## src/rtl/smf_pkg.sv

```systemverilog
// ----------------------------------------------------------------------------
// Sliding median filter package
// Default window length and sample width shared by the filter modules.
// ----------------------------------------------------------------------------
package smf_pkg;

   localparam int DEFAULT_WINDOW_LEN  = 5;
   localparam int DEFAULT_SAMPLE_BITS = 12;

endpackage

```

## src/rtl/smf_cell.sv

```systemverilog
// ----------------------------------------------------------------------------
// Sliding median filter window cell
// Holds one sample of the window and its rank among the window samples, and
// hands both, with the rank adjusted for the incoming and outgoing sample, to
// the next older cell on every accepted beat.
// ----------------------------------------------------------------------------
module smf_cell #(
   parameter int SAMPLE_BITS = smf_pkg::DEFAULT_SAMPLE_BITS,
   parameter int RANK_BITS   = $clog2(smf_pkg::DEFAULT_WINDOW_LEN),
   parameter int PRIME_RANK  = 0
) (
   input  logic                   clock,
   input  logic                   load,
   input  logic                   prime,
   input  logic [SAMPLE_BITS-1:0] sample,
   input  logic [SAMPLE_BITS-1:0] drop_value,
   input  logic [SAMPLE_BITS-1:0] left_value,
   input  logic [RANK_BITS-1:0]   left_rank,
   output logic [SAMPLE_BITS-1:0] value,
   output logic [RANK_BITS-1:0]   rank,
   output logic [RANK_BITS-1:0]   fwd_rank,
   output logic                   le_sample
);

   logic [SAMPLE_BITS-1:0] value_ff;
   logic [SAMPLE_BITS-1:0] value_in;
   logic [RANK_BITS-1:0]   rank_ff;
   logic [RANK_BITS-1:0]   rank_in;
   logic                   lt_sample;
   logic                   le_drop;

   // Equal samples are ordered by age, the older one first. The new sample is
   // the youngest, and the dropped sample is the oldest of all.
   always_comb begin
      lt_sample = sample < value_ff;
      le_drop   = drop_value <= value_ff;
      le_sample = value_ff <= sample;
      fwd_rank  = rank_ff + RANK_BITS'(lt_sample) - RANK_BITS'(le_drop);
      if (prime) begin
         value_in = sample;
         rank_in  = RANK_BITS'(PRIME_RANK);
      end else begin
         value_in = left_value;
         rank_in  = left_rank;
      end
   end

   always_ff @(posedge clock) begin
      if (load) begin
         value_ff <= value_in;
         rank_ff  <= rank_in;
      end
   end

   assign value = value_ff;
   assign rank  = rank_ff;

endmodule

```

## src/rtl/sliding_median_of_five_filter.sv

```systemverilog
// ----------------------------------------------------------------------------
// Sliding median-of-five filter
// The median of a sample shows on the result port in the cycle after its beat
// is accepted. Throughput: one sample per cycle unless the result stalls,
// set by the row of window cells, which shift and re-rank the window together.
// Reset clears the primed flag and the result valid; the first sample after
// reset fills every cell of the window.
// ----------------------------------------------------------------------------
module sliding_median_of_five_filter #(
   parameter int WINDOW_LEN  = smf_pkg::DEFAULT_WINDOW_LEN,
   parameter int SAMPLE_BITS = smf_pkg::DEFAULT_SAMPLE_BITS
) (
   input  logic                   clock,
   input  logic                   reset,
   input  logic                   req_valid,
   output logic                   req_ready,
   input  logic [SAMPLE_BITS-1:0] req_sample,
   output logic                   rsp_valid,
   input  logic                   rsp_ready,
   output logic [SAMPLE_BITS-1:0] rsp_median
);

   localparam int RANK_BITS = $clog2(WINDOW_LEN);
   localparam int MID_RANK  = WINDOW_LEN / 2;

   logic                   primed_ff;
   logic                   primed_in;
   logic                   rsp_valid_ff;
   logic                   rsp_valid_in;
   logic                   accept;
   logic [RANK_BITS-1:0]   new_rank;
   logic [SAMPLE_BITS-1:0] median;

   logic [SAMPLE_BITS-1:0] cell_value    [WINDOW_LEN];
   logic [RANK_BITS-1:0]   cell_rank     [WINDOW_LEN];
   logic [RANK_BITS-1:0]   cell_fwd_rank [WINDOW_LEN];
   logic                   cell_le       [WINDOW_LEN];

   assign req_ready = !rsp_valid_ff || rsp_ready;
   assign accept    = req_valid && req_ready;

   // The new sample ranks above every remaining sample that is not larger.
   always_comb begin
      new_rank = '0;
      for (int i = 0; i < WINDOW_LEN - 1; i++) begin
         new_rank = new_rank + RANK_BITS'(cell_le[i]);
      end
   end

   genvar k;
   generate
      for (k = 0; k < WINDOW_LEN; k++) begin : g_cell
         if (k == 0) begin : g_head
            smf_cell #(
               .SAMPLE_BITS(SAMPLE_BITS),
               .RANK_BITS  (RANK_BITS),
               .PRIME_RANK (WINDOW_LEN - 1)
            ) u_cell (
               .clock     (clock),
               .load      (accept),
               .prime     (!primed_ff),
               .sample    (req_sample),
               .drop_value(cell_value[WINDOW_LEN-1]),
               .left_value(req_sample),
               .left_rank (new_rank),
               .value     (cell_value[k]),
               .rank      (cell_rank[k]),
               .fwd_rank  (cell_fwd_rank[k]),
               .le_sample (cell_le[k])
            );
         end else begin : g_body
            smf_cell #(
               .SAMPLE_BITS(SAMPLE_BITS),
               .RANK_BITS  (RANK_BITS),
               .PRIME_RANK (WINDOW_LEN - 1 - k)
            ) u_cell (
               .clock     (clock),
               .load      (accept),
               .prime     (!primed_ff),
               .sample    (req_sample),
               .drop_value(cell_value[WINDOW_LEN-1]),
               .left_value(cell_value[k-1]),
               .left_rank (cell_fwd_rank[k-1]),
               .value     (cell_value[k]),
               .rank      (cell_rank[k]),
               .fwd_rank  (cell_fwd_rank[k]),
               .le_sample (cell_le[k])
            );
         end
      end
   endgenerate

   // Exactly one cell holds the middle rank.
   always_comb begin
      median = '0;
      for (int i = 0; i < WINDOW_LEN; i++) begin
         if (cell_rank[i] == RANK_BITS'(MID_RANK)) begin
            median = median | cell_value[i];
         end
      end
   end

   always_comb begin
      primed_in    = primed_ff || accept;
      rsp_valid_in = accept || (rsp_valid_ff && !rsp_ready);
   end

   always_ff @(posedge clock) begin
      if (reset) begin
         primed_ff    <= 1'b0;
         rsp_valid_ff <= 1'b0;
      end else begin
         primed_ff    <= primed_in;
         rsp_valid_ff <= rsp_valid_in;
      end
   end

   assign rsp_valid  = rsp_valid_ff;
   assign rsp_median = median;

endmodule
```

## config.mk

```make
export PLATFORM = sky130hd
export DESIGN_NAME = sliding_median_of_five_filter
export DESIGN_NICKNAME = d
export VERILOG_FILES = /design/src/rtl/smf_pkg.sv /design/src/rtl/smf_cell.sv /design/src/rtl/sliding_median_of_five_filter.sv
export SDC_FILE = /design/constraint.sdc
export NUM_CORES = 1
export LEC_CHECK = 0
export BUFFER_PORTS_ARGS = -buffer_cell sky130_fd_sc_hd__buf_2
export CAP_MARGIN = 40
export CORE_ASPECT_RATIO = 1.2
export CORE_UTILIZATION = 60
export CTS_CLUSTER_SIZE = 24
export DETAILED_ROUTE_END_ITERATION = 8
export GPL_ROUTABILITY_DRIVEN = 0
export PLACE_DENSITY = 0.79
export SLEW_MARGIN = 25
export SYNTH_ARGS = -nofsm -noshare
export SYNTH_HDL_FRONTEND = slang
export SYNTH_SLANG_ARGS = --single-unit
export TNS_END_PERCENT = 30
```

## constraint.sdc

```tcl
create_clock -name clock -period 7.4 [get_ports clock]
set_input_delay 0.37 -clock clock [delete_from_list [all_inputs] [get_ports clock]]
set_output_delay 0.37 -clock clock [all_outputs]
set_load 0.01 [all_outputs]
```

Yosys cells after proc, flatten, opt, wreduce, memory -nomap -nowiden
Index checks and enable logic that the tools add are counted.
{"block": "totals", "ff_bits": 77, "inputBits": 16, "out_inout_bits": 14, "word_cells": 60}
{"block": "op_classes", "addsub": 11, "order_cmp": 12, "n_eq_ne": 5, "muxes": 9, "bitwise": 4, "n_reduce_logical": 7}
{"op": "$mux 12", "n": 9}
{"op": "$le 12x12->1", "n": 8}
{"op": "$lt 12x12->1", "n": 4}
{"op": "$or 12x12->12", "n": 4}
{"op": "$add 3x1->3", "n": 5}
{"op": "$eq 3x2->1 const B", "n": 5}
{"op": "$sub 3x1->3", "n": 4}
{"op": "$add 2x1->3", "n": 1}
{"op": "$logic_or 1x1->1", "n": 3}
{"op": "$add 1x1->2", "n": 1}
{"op": "$logic_and 1x1->1", "n": 2}
{"op": "$logic_not 1->1", "n": 2}

Logic depth before layout (Yosys ltp)
{"block": "logic_depth", "word_depth": 10, "depth_mapped": 14, "mapped_depth_nobuf": 14}

By module
From an unflattened synthesis, not the netlist that was laid out.
{"block": "hier_totals", "hier_cells": 705, "area_unflattened_um2": 7080.5}
{"mod": "smf_cell at g_cell[0].g_head.u_cell ...", "instances": 3, "cells_each": 126, "area_per_inst_um2": 1300.0, "seq_area_each_um2": 450.4}
{"mod": "smf_cell at g_cell[4].g_body.u_cell", "instances": 1, "cells_each": 126, "area_per_inst_um2": 1302.5, "seq_area_each_um2": 450.4}
{"mod": "smf_cell at g_cell[1].g_body.u_cell", "instances": 1, "cells_each": 123, "area_per_inst_um2": 1291.2, "seq_area_each_um2": 450.4}
{"mod": "sliding_median_of_five_filter", "instances": 1, "cells_each": 78, "area_per_inst_um2": 586.8, "seq_area_each_um2": 40.0}

Worst setup path after synthesis
OpenSTA, ideal clock, no wires.
{"block": "synth_path", "path_type": "register to register", "from": "register g_cell[4].g_body.u_cell.value_ff[1]", "to": "register g_cell[2].g_body.u_cell.rank_ff[2] (data pin)", "arrival_time_ns": 2.560, "required_time_ns": 7.145, "path_slack_ns": 4.586, "path_stages_with_launch": 14, "n_path_buf": 0, "period_less_slack_ns": 2.814, "cell_sequence": "edfxtp_1 ha_1 nor2b_1 o211ai_1 a211oi_1 o31ai_1 ha_1 inv_1 ha_1 inv_1 fa_1 xnor2_1 xnor2_1 and2_1"}
{"block": "synth_between", "elab_chain_cells": 2}
{"item": "from (decl)", "line_no": "smf_cell.sv:25", "rtl": "logic [SAMPLE_BITS-1:0] value_ff;"}
{"item": "from (signal assigned)", "line_no": "smf_cell.sv:50", "rtl": "value_ff <= value_in;"}
{"item": "$le 12x12->1", "line_no": "smf_cell.sv:36", "rtl": "le_drop = drop_value <= value_ff;"}
{"item": "$sub 3x1->3", "line_no": "smf_cell.sv:38", "rtl": "fwd_rank = rank_ff + RANK_BITS'(lt_sample) - RANK_BITS'(le_drop);"}
{"item": "to (signal assigned)", "line_no": "smf_cell.sv:51", "rtl": "rank_ff <= rank_in;"}
{"item": "to (decl)", "line_no": "smf_cell.sv:27", "rtl": "logic [RANK_BITS-1:0] rank_ff;"}
Every way passes these cells.
A chain may end at the register's enable or synchronous reset.

Final worst setup path
Ends and elaborated chain as after synthesis.

==> impl_metrics.py <==
metrics = {
    "synthesis": {
        "synthTopCellsByArea": "edfxtp_1, ha_1, nand2_1",
        "seq_area_frac_synth_pct": 39.05,
        "synth_area_um2": 5871,
        "synth_top_area_cell": "edfxtp_1",
        "syn_nets": 730,
        "async_flop_share_pct": 0,
        "yosysUniqueCellTypes": 39,
        "synth_cells": 603,
        "synth_ff_type": "edfxtp_1",
        "yosysWarnings": 0,
        "synth_edf_count": 75,
        "synth_seq_cells": 77,
        "synth_top_area_share_pct": 38.36,
        "syn_avg_cell_area_um2": 9.736,
    },
    "sta": {
        "timing.fmax_ghz": 0.3055,
        "setup_tns_ps": 0,
        "setup-violations-final": 0,
        "rsz0062_at_grt": "no",
        "tightest_slew_ps": 745.3,
        "hold_viol_final": 0,
        "fin_crit_sh_pct": 44.23,
        "layout_min_cycle_time_ps": 3273,
        "slew_viol_final": 0,
        "slew_headroom_pct": 50.26,
        "finClkSkew_ps": 5.704,
    },
    "critical_path": {
        "worstPathRequired_ps": 7500,
        "critPathLaunchType": "flip-flop",
        "r2r_cells": 13,
        "path_max_fanout": 5,
        "cp.arrival_ps": 3380,
        "worst_setup_path_end_kind": "flip-flop",
        "crit_type": "reg -> reg",
    },
    "power": {
        "cellPowerDensity_nw_per_um2": 204.5,
        "p_leak_nw": 3.046,
        "vdd_drop_max_v": 0.0001321,
    },
    "grt": {
        "overflow": 0,
        "grt_use_total_pct": 29.68,
        "grt_pass1_wl_mm": 22.36,
        "grt_pass1_vias": 4623,
        "grt_max_degree": 77,
        "antenna_found_initial": 0,
    },
    "placement": {
        "portBuffers": 29,
        "place_area_um2": 6175,
        "place_hpwl_mm": 11.16,
    },
    "status": {
        "status": "completed",
    },
    "clock_tree": {
        "post_cts_buffers": 0,
        "cts_sinks": 77,
        "cts_tree": "yes",
        "clock_latency_ps": 350,
        "clk_pin_slew_worst_paths_ps": 60,
        "cts-root-buf": "clkbuf_16",
        "htree_levels": 3,
        "numCtsBuffers": 9,
        "post_cts_resized": 0,
        "hold_buffers": 0,
        "clockBufferDepth": 2,
    },
    "layout": {
        "final_nets": 763,
        "num-fill-cells": 723,
        "n_antenna_cell": 0,
        "area.growth.synth_to_final_pct": 9.442,
        "design_area_um2": 6425,
        "mostFrequentLayoutCell": "nand2_1",
        "final_cell_mix": "nand2_1, ha_1, inv_1",
        "multi_input_area_um2": 3209,
        "layout-drive-gt1-share_pct": 9.063,
        "final_util_pct": 67.52,
        "final-seq-area_um2": 2293,
    },
    "die": {
        "die_h_um": 110.4,
        "die_area_um2": 10190,
        "initial_core_util_pct": 61.70,
        "core_area_um2": 9515,
        "io_pins": 30,
        "num_rows": 39,
        "die_w_um": 92.30,
    },
    "detailed_routing": {
        "vias": 4724,
        "drt_iter0_markers": 324,
        "drcViolationCount": 0,
        "dr.pass1.iters": 5,
        "wl_per_cell_um": 19.12,
        "drt_wl_total_mm": 14.59,
        "avgViaCountPerCell": 6.191,
        "final_antenna_net_count": 0,
    },
    "min_path": {
        "worstHoldPathCells": 2,
        "hp-class": "in -> reg",
    },
    "run": {
        "cap_viol_max_count": 0,
    },
}
sequential cells by signal, summed over array words and instances, names as in the netlist:
name,cells
g_cell.g_body.u_cell.rank,12
primed_ff,1
rsp_valid,1
g_cell.g_head.u_cell.rank,3
g_cell.g_body.u_cell.value,48
g_cell.g_head.u_cell.value,12
logic make-up after synthesis:
| family | synth area share, % |
|---|---|
| flip-flops | 39.05 |
| AND/OR/NAND/NOR | 18.01 |
| AO/OA/AOI/OAI | 11.13 |
| buffers and inverters | 6.330 |
| XOR/XNOR | 1.194 |
| adder cells (fa/ha/maj) | 24.30 |
critical path: stages (launching register included):
cell      delay (ps)
edfxtp_1         470
ha_1             380
nor2b_1          160
o211ai_1         180
a211oi_1         100
o31ai_1          390
ha_1             320
inv_1             70
ha_1             140
inv_1             50
fa_1             370
xnor2_1          150
xnor2_1          120
and2_1           150
cells in the mapped netlist, drive strengths merged (10+ instances only):
library cell  number
edfxtp            75
nand2b            21
and2              10
nand3             18
nand4             17
a222oi            12
ha               106
a22oi             12
inv               80
a21oi             36
nand2            125
buf               11
layer usage:
metal  share of wire, %  GRT usage [%]  up-vias
met5                  0              0        -
met4                5.4          19.31        0
met3                6.0          6.584       62
met2                 49          51.55      188
met1                 39          33.04     2253
li1                   -              -     2221
worst paths after layout:
kind | start | end | slack [ps]
worst max-delay path | g_cell[4].g_body.u_cell.value[1] | g_cell[2].g_body.u_cell.rank[2] | 4130
worst min-delay path | reset | primed_ff | 180
worst max register to register | g_cell[4].g_body.u_cell.value[1] | g_cell[2].g_body.u_cell.rank[2] | 4130
worst min register to register | rsp_valid | rsp_valid | 520
report_power, final:
part / total (mW) / internal (mW) / switching (mW)
Combinational: 0.350 / 0.149 / 0.201
Clock: 0.389 / 0.223 / 0.166
Sequential: 0.575 / 0.530 / 0.0451
Total: 1.31 / 0.901 / 0.413
cell type report:
type                    instances  share of cell area, %
repair buffers                 35                  3.389
multi-input cells             433                  49.95
well taps                     123                  2.395
inverters                      80                  4.674
clock buffers                  12                  3.681
clock inverters                 3                 0.2142
flip-flops and latches         77                  35.70
through the flow:
stage          cells  power (mW)  hold WS (ps)  setup slack [ps]
5_1_grt          763       1.378         194.1              4007
3_5_place_dp     748      0.9255         521.2              4146
6_report         763       1.314         180.8              4127
4_1_cts          763       1.309         182.2              4116
3_3_place_gp     743      0.9011         493.2              4222
2_1_floorplan    603      0.8081         439.1              4586
No activity file was read; power rests on OpenSTA's default activity.
